<file path="src/rtl/mie_pkg.sv">
// Shared package for the modular inverse block.
// Holds the default width and the controller/datapath command and status types.
// No dependencies.
`timescale 1ns / 1ps

package mie_pkg;

    // Default operand width in bits.
    localparam int WIDTH_DEF = 16;

    // Commands from the controller to the datapath, at most one active per cycle.
    typedef struct packed {
        logic load;      // capture value and modulus, seed the coefficients
        logic div_init;  // start a division of the remainder pair
        logic div_step;  // one restoring division step
        logic update;    // shift the remainder and coefficient pairs
        logic finish;    // reduce the coefficient and register the result
    } mie_cmd_t;

    // Status from the datapath to the controller.
    typedef struct packed {
        logic r2_zero;   // current divisor is zero, the loop is over
    } mie_status_t;

endpackage

</file>
<file path="src/rtl/mie_ctrl.sv">
// Controller state machine for the modular inverse block.
// Sequences the Euclid loop and the bit-serial division; depends on mie_pkg.
`timescale 1ns / 1ps

module mie_ctrl
    import mie_pkg::*;
#(
    parameter int WIDTH = WIDTH_DEF
)
(
    input  logic        clk,
    input  logic        rst_n,
    input  logic        start,
    output logic        busy,
    output logic        done,
    output mie_cmd_t    cmd,
    input  mie_status_t status
);

    localparam int CNT_W = $clog2(WIDTH);
    localparam logic [CNT_W-1:0] CNT_LAST = CNT_W'(WIDTH - 1);

    typedef enum logic [2:0] {
        S_IDLE,
        S_TEST,
        S_DIV,
        S_UPD,
        S_FIN
    } state_t;

    state_t           state_reg;
    logic [CNT_W-1:0] cnt_reg;
    logic             busy_reg;
    logic             done_reg;

    // Command decode from the current state.
    always_comb
    begin
        cmd          = '0;
        cmd.load     = (state_reg == S_IDLE) && start;
        cmd.div_init = (state_reg == S_TEST) && !status.r2_zero;
        cmd.div_step = (state_reg == S_DIV);
        cmd.update   = (state_reg == S_UPD);
        cmd.finish   = (state_reg == S_FIN);
    end

    // State, step counter and registered handshake outputs.
    always_ff @(posedge clk or negedge rst_n)
    begin
        if (!rst_n)
        begin
            state_reg <= S_IDLE;
            cnt_reg   <= '0;
            busy_reg  <= 1'b0;
            done_reg  <= 1'b0;
        end
        else
        begin
            // The result strobe is registered, so it rises in the cycle after the finish state.
            done_reg <= (state_reg == S_FIN);
            case (state_reg)
                S_IDLE:
                begin
                    if (start)
                    begin
                        busy_reg  <= 1'b1;
                        state_reg <= S_TEST;
                    end
                end
                S_TEST:
                begin
                    cnt_reg <= '0;
                    if (status.r2_zero)
                        state_reg <= S_FIN;
                    else
                        state_reg <= S_DIV;
                end
                S_DIV:
                begin
                    cnt_reg <= cnt_reg + 1'b1;
                    if (cnt_reg == CNT_LAST)
                        state_reg <= S_UPD;
                end
                S_UPD:
                begin
                    state_reg <= S_TEST;
                end
                S_FIN:
                begin
                    busy_reg  <= 1'b0;
                    state_reg <= S_IDLE;
                end
                default:
                begin
                    state_reg <= S_IDLE;
                end
            endcase
        end
    end

    assign busy = busy_reg;
    assign done = done_reg;

endmodule

</file>
<file path="src/rtl/mie_datapath.sv">
// Datapath for the modular inverse block: remainder pair, coefficient pair,
// a restoring divider with a shift-add quotient product, and result reduction.
// Depends on mie_pkg.
`timescale 1ns / 1ps

module mie_datapath
    import mie_pkg::*;
#(
    parameter int WIDTH = WIDTH_DEF
)
(
    input  logic             clk,
    input  logic [WIDTH-1:0] value,
    input  logic [WIDTH-1:0] modulus,
    input  mie_cmd_t         cmd,
    output mie_status_t      status,
    output logic [WIDTH-1:0] inverse
);

    // Coefficients stay within the modulus in magnitude; two extra bits hold the sign.
    localparam int CW = WIDTH + 2;

    logic [WIDTH-1:0] r1_reg, r2_reg, mod_reg, rem_reg, dvd_reg, inv_reg;
    logic [CW-1:0]    s1_reg, s2_reg, acc_reg;

    logic [WIDTH:0]   rem_sh;
    logic [WIDTH:0]   rem_diff;
    logic             q_bit;
    logic [WIDTH-1:0] rem_next;
    logic [CW-1:0]    acc_next;
    logic [CW-1:0]    s_new;
    logic [CW-1:0]    s_fix;
    logic [WIDTH-1:0] inv_next;

    // One restoring division step; the quotient bit feeds the q*s2 product.
    always_comb
    begin
        rem_sh   = {rem_reg, dvd_reg[WIDTH-1]};
        rem_diff = rem_sh - {1'b0, r2_reg};
        q_bit    = (rem_sh >= {1'b0, r2_reg});
        rem_next = q_bit ? rem_diff[WIDTH-1:0] : rem_sh[WIDTH-1:0];
        acc_next = {acc_reg[CW-2:0], 1'b0} + (q_bit ? s2_reg : {CW{1'b0}});
    end

    // Coefficient update and final reduction into 0..modulus-1.
    always_comb
    begin
        s_new = s1_reg - acc_reg;
        s_fix = s1_reg + {2'b00, mod_reg};
        if (mod_reg == '0)
            inv_next = '0;
        else if (s1_reg[CW-1])
            inv_next = s_fix[WIDTH-1:0];
        else
            inv_next = s1_reg[WIDTH-1:0];
    end

    // Datapath registers, loaded under controller command.
    always_ff @(posedge clk)
    begin
        if (cmd.load)
        begin
            r1_reg  <= value;
            r2_reg  <= modulus;
            mod_reg <= modulus;
            s1_reg  <= CW'(1);
            s2_reg  <= '0;
        end
        if (cmd.div_init)
        begin
            rem_reg <= '0;
            dvd_reg <= r1_reg;
            acc_reg <= '0;
        end
        if (cmd.div_step)
        begin
            rem_reg <= rem_next;
            dvd_reg <= {dvd_reg[WIDTH-2:0], 1'b0};
            acc_reg <= acc_next;
        end
        if (cmd.update)
        begin
            r1_reg <= r2_reg;
            r2_reg <= rem_reg;
            s1_reg <= s2_reg;
            s2_reg <= s_new;
        end
        if (cmd.finish)
        begin
            inv_reg <= inv_next;
        end
    end

    assign status.r2_zero = (r2_reg == '0);
    assign inverse        = inv_reg;

endmodule

</file>
<file path="src/rtl/modular_inverse_ext_euclid.sv">
// Usage:
// Top level of the modular inverse block (extended Euclidean algorithm).
// Raise start with value and modulus while busy is low; that cycle is the
// transaction. busy goes high on the next cycle and stays high until the
// result is ready. The result appears on inverse, marked by done, which
// is high for a single cycle; it must be taken then, as the receiver
// cannot stall. Each transaction runs k Euclid divisions, where k is up
// to about 1.44*WIDTH + 2. Each division runs on one restoring divider
// that retires one quotient bit per cycle, between the test and update
// states; once the divisor is zero, the finish state registers the result
// and done follows. A new transaction may start in the cycle done is high.
// Reset clears the controller: busy and done go low and the block is idle.
// A modulus of one or zero gives 0; non-coprime inputs give the reduced
// Bezout coefficient of value. Depends on mie_pkg, mie_ctrl, mie_datapath.
`timescale 1ns / 1ps

module modular_inverse_ext_euclid
    import mie_pkg::*;
#(
    parameter int WIDTH = WIDTH_DEF
)
(
    input  logic             clk,
    input  logic             rst_n,
    input  logic             start,
    output logic             busy,
    input  logic [WIDTH-1:0] value,
    input  logic [WIDTH-1:0] modulus,
    output logic             done,
    output logic [WIDTH-1:0] inverse
);

    mie_cmd_t    cmd;
    mie_status_t status;

    // Controller.
    mie_ctrl #(
        .WIDTH(WIDTH)
    ) u_ctrl (
        .clk   (clk),
        .rst_n (rst_n),
        .start (start),
        .busy  (busy),
        .done  (done),
        .cmd   (cmd),
        .status(status)
    );

    // Datapath.
    mie_datapath #(
        .WIDTH(WIDTH)
    ) u_datapath (
        .clk    (clk),
        .value  (value),
        .modulus(modulus),
        .cmd    (cmd),
        .status (status),
        .inverse(inverse)
    );

`ifndef SYNTHESIS
    // An accepted transaction makes the block busy on the next cycle.
    assert property (@(posedge clk) disable iff (!rst_n)
        (start && !busy) |=> busy)
        else $error("busy did not rise after an accepted transaction");

    // The result strobe comes only as the block goes idle.
    assert property (@(posedge clk) disable iff (!rst_n)
        done |-> (!busy && $past(busy)))
        else $error("done asserted outside the end of a transaction");

    // The result strobe lasts one cycle.
    assert property (@(posedge clk) disable iff (!rst_n)
        done |=> !done)
        else $error("done held for more than one cycle");
`endif

endmodule

</file>
<file path="config.mk">
export PLATFORM = sky130hd
export DESIGN_NAME = modular_inverse_ext_euclid
export DESIGN_NICKNAME = d
export VERILOG_FILES = /design/src/rtl/mie_pkg.sv /design/src/rtl/mie_ctrl.sv /design/src/rtl/mie_datapath.sv /design/src/rtl/modular_inverse_ext_euclid.sv
export SDC_FILE = /design/constraint.sdc
export NUM_CORES = 1
export LEC_CHECK = 0
export BUFFER_PORTS_ARGS = -buffer_cell sky130_fd_sc_hd__buf_2
export CORE_ASPECT_RATIO = 0.5
export CORE_UTILIZATION = 40
export CTS_BUF_LIST = sky130_fd_sc_hd__clkbuf_4
export DETAILED_ROUTE_END_ITERATION = 10
export RECOVER_POWER = 50
export SLEW_MARGIN = 20
export SYNTH_ARGS = -nofsm -noshare
export SYNTH_HDL_FRONTEND = slang
export SYNTH_SLANG_ARGS = --single-unit
</file>
<file path="constraint.sdc">
create_clock -name clk -period 4.22 [get_ports clk]
set_input_delay 0.211 -clock clk [delete_from_list [all_inputs] [get_ports clk]]
set_output_delay 0.211 -clock clk [all_outputs]
set_load 0.01 [all_outputs]
</file>
; Word-level counts from Yosys, hierarchy flattened
; Cells that the tools add are included.
[word_totals]
register_bits = 159
latchBits = 0
ramBits = 0
rom_bits = 0
inputBits = 35
out_inout_bits = 18
elab_cells = 63
n_memories = 0
[op_classes]
n_addsub = 5
multipliers = 0
div_mod_pow = 0
n_lt_le_gt_ge = 1
eq_ne = 7
n_shift = 0
mux = 24
bitwise_logic = 0
n_reduce_logical = 12
[ops]
columns = operator, count
row1 = 16-bit two-way mux, 10
row2 = 18-bit two-way mux, 7
row3 = 16-bit logical NOT, 2
row4 = 18-bit adder, 1
row5 = 18-bit subtractor, 1
row6 = 17-bit by 16-bit >= comparator with 1-bit output, 1
row7 = 16-bit adder, 1
row8 = 16-bit subtractor, 1
row9 = 3-bit case mux with 4 select lines, 1
row10 = 3-bit two-way mux, 3
row11 = 4-bit case mux with 2 select lines, 1
row12 = 2-bit nonzero test, 4
row13 = "3-bit by 2-bit equality test with 1-bit output, second input constant", 2
row14 = "4-bit by 1-bit adder with 4-bit output, second input constant", 1
row15 = "4-bit equality test, second input constant", 1
row16 = 2-bit AND reduction, 2
row17 = "3-bit by 1-bit equality test with 1-bit output, second input constant", 1
row18 = "3-bit equality test, second input constant", 1
row19 = 3-bit logical NOT, 1
row20 = 1-bit logical AND, 2
row21 = "2-bit by 1-bit inequality test with 1-bit output, second input constant", 1
row22 = "2-bit inequality test, second input constant", 1
row23 = 1-bit case mux with 2 select lines, 1
row24 = 1-bit logical NOT, 1
row25 = 1-bit two-way mux, 1

; Longest topological paths before layout
; Gate-level depths: netlist of run 1.
[depth]
depth_word = 5
mapped_depth = 18
depth_no_buf = 17

; By module
; From an unflattened synthesis of run 1, not the netlist that was laid out.
[unflattened]
cells_unflattened = 841
hier_area_um2 = 9484.1
[modules_own_cells]
columns = module, instances, cells_each, area_per_inst_um2, seq_area_each_um2
row1 = mie_datapath, 1, 792, 9004.9, 4494.3
row2 = mie_ctrl, 1, 49, 479.2, 225.2

; Worst setup path before layout of run 1
; No wires, ideal clock.
[synth_timing]
kind = reg2reg
from = register u_datapath.rem_reg[6]
to = register u_datapath.acc_reg[17], data pin
setup_ns = 0.143
t_arrival_ns = 4.014
required_ns = 4.077
slack_ns = 0.063
path_stages_with_launch = 18
path_buffers = 1
synth_period_minus_slack_ns = 4.157
cell_sequence = edfxtp_1 > ha_1 > a211oi_2 > o22ai_1 > a221oi_2 > a21o_1 > a21oi_2 > clkbuf_1 > and2_1 > ha_1 > fa_1 > a21o_1 > a221oi_1 > a21oi_1 > o2111ai_1 > a21oi_1 > a211o_1 > a21oi_2
[synth_between]
elab_chain_cells = 4
[synth_lines]
columns = element, line
row1 = "start, declared", mie_datapath.sv:23  ; logic [WIDTH-1:0] r1_reg, r2_reg, mod_reg, rem_reg, dvd_reg, inv_reg;
row2 = "start signal, assigned", mie_datapath.sv:77  ; rem_reg <= rem_next;
row3 = 17-bit by 16-bit >= comparator with 1-bit output, mie_datapath.sv:40  ; q_bit = (rem_sh >= {1'b0, r2_reg});
row4 = 18-bit two-way mux, mie_datapath.sv:42  ; acc_next = {acc_reg[CW-2:0], 1'b0} + (q_bit ? s2_reg : {CW{1'b0}});
row5 = 18-bit adder, mie_datapath.sv:42
row6 = 18-bit two-way mux, mie_datapath.sv:75  ; if (cmd.div_step)
row7 = "end signal, assigned", mie_datapath.sv:79  ; acc_reg <= acc_next;
row8 = "end, declared", mie_datapath.sv:24  ; logic [CW-1:0] s1_reg, s2_reg, acc_reg;
; Every way passes these cells.
; A chain may end at the register's enable or synchronous reset.

; Worst setup path in the final report of run 1
[layout_timing]
from = register u_datapath.rem_reg[6]
to = register u_datapath.acc_reg[16], data pin
; Same word-level chain as after synthesis.

==> results of run 1 <==
## metrics by stage
step,hold slack (ps),cells
floorplan,-84.6,911
global placement,73.9,1270
detailed placement,78.9,1270
CTS,304,1337
global route,316,1340
finish,379,1340
## power groups by stage
stage,clock [µW],sequential (µW),combinational [µW]
final,843,3130,5730
after global routing,936,3200,6440
after CTS,867,3130,5520
after detailed placement,0,3160,5440
after global placement,0,3150,5360
after floorplan,0,2950,4290
## final cells by class
class,instances,share of cell area (%)
inverter,55,1.88
clock buffer,17,1.16
timing repair buffer,118,7.20
sequential,159,43.0
tap,307,3.50
clock inverter,15,1.00
multi-input combinational,669,42.2
## logic make-up (layout without fill, tap and decap cells)
group,Yosys count,in the layout,share of synthesized area (%)
and+or+nand+nor,323,323,16.7
DFF,159,159,49.4
buffers and inverters,83,205,3.59
muxes,21,21,2.24
AOI/OAI and AO/OA,219,219,15.3
xor gates and xnor gates,37,37,3.39
adders and majority gates,69,69,9.35
## layout by cell type (no fill, tap or decap), drive strengths merged, types with 10 or more instances in the layout
| cell | n |
|---|---|
| ha | 65 |
| a22o | 15 |
| nand2 | 98 |
| a21o | 22 |
| a21oi | 47 |
| mux2i | 18 |
| buf | 44 |
| o21a | 16 |
| and2 | 37 |
| clkbuf | 56 |
| inv | 60 |
| edfxtp | 149 |
| nand4 | 10 |
| nor2 | 86 |
| o21ai | 57 |
| xnor2 | 19 |
| xor2 | 18 |
| nor3 | 13 |
| dlygate4sd3 | 35 |
| nand3 | 17 |
## timing repair
action	in CTS	in global routing
hold buffers	35	0
resized for setup	2	24
hold endpoints to repair	57	0
setup buffers	0	3
setup endpoints to repair	4	8
pin swaps	0	14
## path summary, 6_finish.rpt
check / cells past startpoint / from / end
max in group asynchronous: 3 / rst_n / u_ctrl.cnt_reg[1]$_DFFE_PN0P_
hold reg to reg: 1 / u_ctrl.busy$_DFFE_PN0P_ / u_ctrl.busy$_DFFE_PN0P_
setup reg to reg: 19 / u_datapath.rem_reg[6]$_SDFFCE_PN0P_ / u_datapath.acc_reg[16]$_SDFFCE_PN0P_
hold / removal: 2 / modulus[8] / u_datapath.mod_reg[8]$_DFFE_PP_
setup / recovery: 19 / u_datapath.rem_reg[6]$_SDFFCE_PN0P_ / u_datapath.acc_reg[16]$_SDFFCE_PN0P_
min in group asynchronous: 3 / rst_n / u_ctrl.busy$_DFFE_PN0P_
## worst reg2reg max path: cells and delay by family (launching register included)
kind / cells / cell delay, ps
buffers and inverters: 4 / 580
AO/OA/AOI/OAI: 7 / 1410
flip-flops: 1 / 450
AND/OR/NAND/NOR: 5 / 590
adder cells (fa/ha/maj): 2 / 610
XOR/XNOR: 1 / 150
## layer usage
metal	vias to the layer above	global-route usage, %
met4	0	3.88
met2	123	32.2
met3	17	4.39
met5	-	0
li1	3566	-
met1	3472	26.9
==> run summary, run 1 <==
Status: finished with violations
Violated checks: DRC, capacitance limit, slew limit
Sequential Power Share: 32.3%
Slew @ Worst Pin: 2810 ps
Nets@finish: 1,124
Mapped Cells: 911
Synthesis-to-finish area growth: 14.8%
Initial detailed-routing violation count: 427
Met3 wire length: 744 µm
Ys flop type: edfxtp_1
Largest net degree at the start of global routing: 66
Cell-internal power: 5350 µW
FFs w/ async S/R, synth: 5.66%
CP max FO: 12
Vias: 7,178
Pre-CTS WS: -76.2 ps
Die Area: 24,500 µm²
CP peak stage delay: 460 ps
CTS tree: done
Number of synthesized register bits: 159
Gp weighted congestion: 0.870
Synth top area cells: edfxtp_1 (47%), ha_1 (8.5%), nand2_1 (3.8%), nor2_1 (3.3%), o21ai_0 (3.0%)
Syn avg cell area: 10.5 µm²
First-pass GRT wire length: 37,100 µm
Skew final: 27.8 ps
DRT Pass-1 Iters: 8
Number of global-route vias before repair: 6,989
Post-layout util: 47.4%
Io pins: 53
Die X: 221 µm
Grt total ovfl: 0
CP arrival: 4370 ps
FP Rows: 39
Core Area: 23,100 µm²
Initial Utilization: 41.3%
Pwr/cell area: 885 nW/µm²
WL/cell: 17.4 µm
Crit path max-delay family: compound AO/OA/AOI/OAI gates
Syn nets: 1,015
Crit. End Element: flip-flop
CTS root buffer: clkbuf_4
Worst Path Required: 4550 ps
Die Ht: 111 µm
Clk pwr share: 8.7%
Cell taking the most area after synthesis: edfxtp_1
Buf/Inv on CP: 4
Initial antenna violation count: 0
Most frequent cell after synthesis: edfxtp_1
Comb power frac: 59.1%
Final setup margin: 177 ps
VDD IR-drop max: 0.000407 V
H-tree Lvls: 4
DRT Wirelength: 23,300 µm
Metal2 WL: 11,100 µm
Post-synthesis cell area: 9550 µm²
Yosys top cell area share: 46.8%
Hold WC Path Type: primary input to flip-flop
Clock-pin slew on the worst setup and hold paths: 150 ps
Drt drc: 1
Final setup fails: 0
Reg2reg setup slack: 180 ps
Minimum clock period: 4040 ps
Average via count per standard cell: 5.36
Highest Clock Rate: 247 MHz
Rel. slew slack: -87.2%
Cell variety after synth: 73
Multi-input logic area: 4630 µm²
Slowest cell on the critical path: o41a_1
CP Launch Type: flip-flop
Layout cells sized above 1: 10.8%
Static leakage: 0.00440 µW
PortBufs: 52
Cell Chain, Critical Path: ha_4, buf_4, nand4_2, buf_4, nor3_4, o311ai_4, a21o_1, a21oi_4, buf_6, buf_6, and2_1, ha_1, nand3_2, a2bb2oi_2, o41ai_2, o41a_1, a21oi_2, xor2_1, nor2_1
Clk_lat worst skew: 590 ps
Pwr Total: 9710 µW
Post-synth EDFFs: 149
Psw: 4360 µW
Final Cell Area: 11,000 µm²
Crit path kind: flip-flop to flip-flop
Clock buffer depth: 2
Sequential-to-total area share from yosys stat: 49.4%
Maxcap violations: 2
Post-DRT Antenna Nets: 0
Antenna Cells: 0
Setup TNS: 0 ps
Sequential Area: 4720 µm²
Number of synthesis warnings: 0
Layout fillers: 2,219
Final HPWL from detailed placement: 16,600 µm
Post-synth top cells: edfxtp_1 (149), nand2_1 (97), nor2_1 (85)
Final hold vios: 0
Sw frac: 44.9%
Pins Over Slew Limit: 102
Placed cell areas: 10,300 µm²
Crit share post-route: 95.8%
TritonCTS Buffers: 17
CTS sink count: 159
GRT Total Usage: 19.8%
Top Metal Used: met4
Met1 WL: 11,200 µm
No activity file was read; power rests on OpenSTA's default activity.
==> run 2, diff against run 1 <==
--- a/config.mk
+++ b/config.mk
@@ -5,6 +5,7 @@
 export SDC_FILE = /design/constraint.sdc
 export NUM_CORES = 1
 export LEC_CHECK = 0
+export ABC_AREA = 1
 export BUFFER_PORTS_ARGS = -buffer_cell sky130_fd_sc_hd__buf_2
 export CORE_ASPECT_RATIO = 0.5
 export CORE_UTILIZATION = 40
@@ -15,3 +16,4 @@
 export SYNTH_ARGS = -nofsm -noshare
 export SYNTH_HDL_FRONTEND = slang
 export SYNTH_SLANG_ARGS = --single-unit
+export TNS_END_PERCENT = 20
==> run 2 against run 1 <==
  * The flow finishes with violations (capacitance limit, slew limit)
  * Power is 72% lower
  * Non-clock buffer count is 22 lower
  * Register-to-register slack better by 520 ps
  * Via count is 12% higher
  * Sequential cell count stayed put
  * Routed wire length is 11% higher
  * Worst hold slack worse by 27 ps
  * Synthesized area is 1.7% higher
  * First-iteration DRC count is 47% higher
==> run summary, run 2 <==
Minimum clock period: 3530 ps
Yosys top cell area share: 46.0%
Slowest cell on the critical path: edfxtp_1
Worst Path Required: 4620 ps
Syn avg cell area: 8.76 µm²
Sequential-to-total area share from yosys stat: 48.6%
Core Area: 23,300 µm²
Initial Utilization: 41.7%
Number of global-route vias before repair: 7,891
PortBufs: 52
Final hold vios: 0
Most frequent cell after synthesis: nand2_1
Slew @ Worst Pin: 2280 ps
Hold WC Path Type: primary input to flip-flop
TritonCTS Buffers: 17
Cell taking the most area after synthesis: edfxtp_1
Grt total ovfl: 0
Static leakage: 0.00479 µW
Die X: 222 µm
Io pins: 53
Status: finished with violations
WL/cell: 16.9 µm
GRT Total Usage: 21.8%
Clock-pin slew on the worst setup and hold paths: 160 ps
Rel. slew slack: -52.3%
CTS root buffer: clkbuf_4
CP Launch Type: flip-flop
DRT Wirelength: 25,700 µm
CTS tree: done
H-tree Lvls: 4
CP arrival: 3930 ps
Crit share post-route: 83.6%
CP dominant cell by count: nand2_1
VDD IR-drop max: 0.000185 V
Setup TNS: 0 ps
Violated checks: capacitance limit, slew limit
Average via count per standard cell: 5.26
Initial antenna violation count: 1
Syn nets: 1,213
Number of synthesized register bits: 159
Final HPWL from detailed placement: 19,000 µm
DRT Pass-1 Iters: 5
Largest net degree at the start of global routing: 69
Drt drc: 0
Post-synthesis cell area: 9720 µm²
Gp weighted congestion: 0.972
Commonest non-fill, non-tap cell in the layout: nand2_1
Mapped Cells: 1,109
Post-DRT Antenna Nets: 0
Vias: 8,005
Pwr Total: 2730 µW
Highest Clock Rate: 284 MHz
Clk_lat worst skew: 620 ps
CTS sink count: 159
Maxcap violations: 2
Pins Over Slew Limit: 107
Initial detailed-routing violation count: 626
Layout cells sized above 1: 6.60%
Die Ht: 112 µm
Cell variety after synth: 47
Synthesis-to-finish area growth: 12.1%
CP peak stage delay: 440 ps
Post-synth EDFFs: 149
FFs w/ async S/R, synth: 5.66%
First-pass GRT wire length: 42,000 µm
Post-synth top cells: nand2_1 (224), edfxtp_1 (149), inv_1 (138)
Pwr/cell area: 251 nW/µm²
FP Rows: 39
CP max FO: 18
Cell Chain, Critical Path: inv_1, ha_1, nand2_2, inv_1, a21oi_1, nand3_2, nand2_2, nand2_4, inv_2, nor2_1, ha_1, fa_1, nand3_1, nand2_1, nand2_1, nand2_1, a21o_1, nand2_1, nand3_1, nand2_1, nor2_1
Synth top area cells: edfxtp_1 (46%), nand2_1 (8.7%), ha_1 (8.4%), inv_1 (5.3%), nor2_1 (5.3%)
Clock buffer depth: 2
Layout fillers: 2,210
RSZ-0062 raised after global routing: no
Number of synthesis warnings: 0
Skew final: 24.6 ps
Ys flop type: edfxtp_1
Crit path kind: flip-flop to flip-flop
Final setup fails: 0
Crit. End Element: flip-flop
Final Cell Area: 10,900 µm²
Nets@finish: 1,304
Most frequent cells in the layout: nand2_1 (223), edfxtp_1 (149), inv_1 (140)
Placed cell areas: 10,300 µm²
Die Area: 25,000 µm²
[run 2: cell types whose count changed after synthesis, moves of 10 or more]
cell	before	now
a21oi_1	45	96
o21ai_1	0	15
a21o_1	22	9
clkbuf_1	24	13
nand2_1	97	224
nor2_1	85	136
mux2i_1	18	0
nand3_1	17	52
o21a_1	16	4
and2_1	37	2
xnor2_1	19	9
inv_1	54	138
[run 2: what timing repair did]
item / in CTS / in global routing
hold endpoints to repair: 59 / 0
gates resized for setup: 0 / 0
hold buffers: 35 / 0
buffers inserted: 0 / 0
[run 2: metrics by stage]
step | instances | worst slack (ps) | util, % | hold WS (ps)
final | 1521 | 694 | 46.7 | 351
after global routing | 1521 | 387 | 46.7 | 303
after CTS | 1520 | 744 | 47.0 | 273
after detailed placement | 1453 | 757 | 44.3 | 76.5
after global placement | 1453 | 853 | 44.3 | 67.5
after floorplan | 1109 | 1050 | - | -84.6
[run 2: worst max-delay path: cells and delay by family, from the launching register on]
| kind | cells | cell delay [ps] |
|---|---|---|
| AND/OR/NAND/NOR | 13 | 1140 |
| buffers and inverters | 3 | 390 |
| adder cells (fa/ha/maj) | 3 | 910 |
| AO/OA/AOI/OAI | 2 | 390 |
| flip-flops | 1 | 440 |
[run 2: logic make-up after synthesis]
group           share of synthesized area [%]
compound gates                           13.7
simple gates                             19.7
fa+ha+maj                                9.19
flops                                    48.6
xor+xnor                                 1.98
buf+inv                                  6.91
[run 2: worst paths after layout]
kind                                                    start                              endpoint  slack (ps)  cells past startpoint
setup / recovery               u_datapath.r2_reg[8]$_DFFE_PP_  u_datapath.acc_reg[15]$_SDFFCE_PN0P_         690                     21
hold / removal                                     modulus[1]       u_datapath.mod_reg[1]$_DFFE_PP_         350                      2
setup reg to reg               u_datapath.r2_reg[8]$_DFFE_PP_  u_datapath.acc_reg[15]$_SDFFCE_PN0P_         690                     21
hold reg to reg            u_datapath.dvd_reg[0]$_SDFFE_PP0P_    u_datapath.dvd_reg[0]$_SDFFE_PP0P_         510                      2
max in group asynchronous                               rst_n               u_ctrl.busy$_DFFE_PN0P_        3330                      3
min in group asynchronous                               rst_n       u_ctrl.state_reg[1]$_DFFE_PN0P_         590                      3
[run 2: cell type report]
class | count | area, µm² | area share, %
Multi-Input combinational cell | 781 | 4330 | 39.7
Clock buffer | 17 | 128 | 1.17
Clock inverter | 15 | 146 | 1.34
Sequential cell | 159 | 4720 | 43.3
Inverter | 145 | 544 | 5.00
Timing Repair Buffer | 96 | 641 | 5.88
Antenna cell | 1 | 2.50 | 0.0230
Tap cell | 307 | 384 | 3.53
[run 2: per-layer routing]
layer | wire [µm] | global-route usage (%) | vias up
met3 | 1540 | 5.16 | 29
met1 | 12300 | 30.4 | 3781
met5 | 0 | 0 | -
li1 | - | - | 3965
met2 | 11400 | 34.3 | 230
met4 | 406 | 5.75 | 0
[run 2: report_power, final]
group          internal (µW)  switching, µW  leakage [µW]  total, µW
Sequential              1700              0       0.00160       1700
Clock                    311            650      0.000146        961
Combinational           36.2           31.2       0.00305       67.4
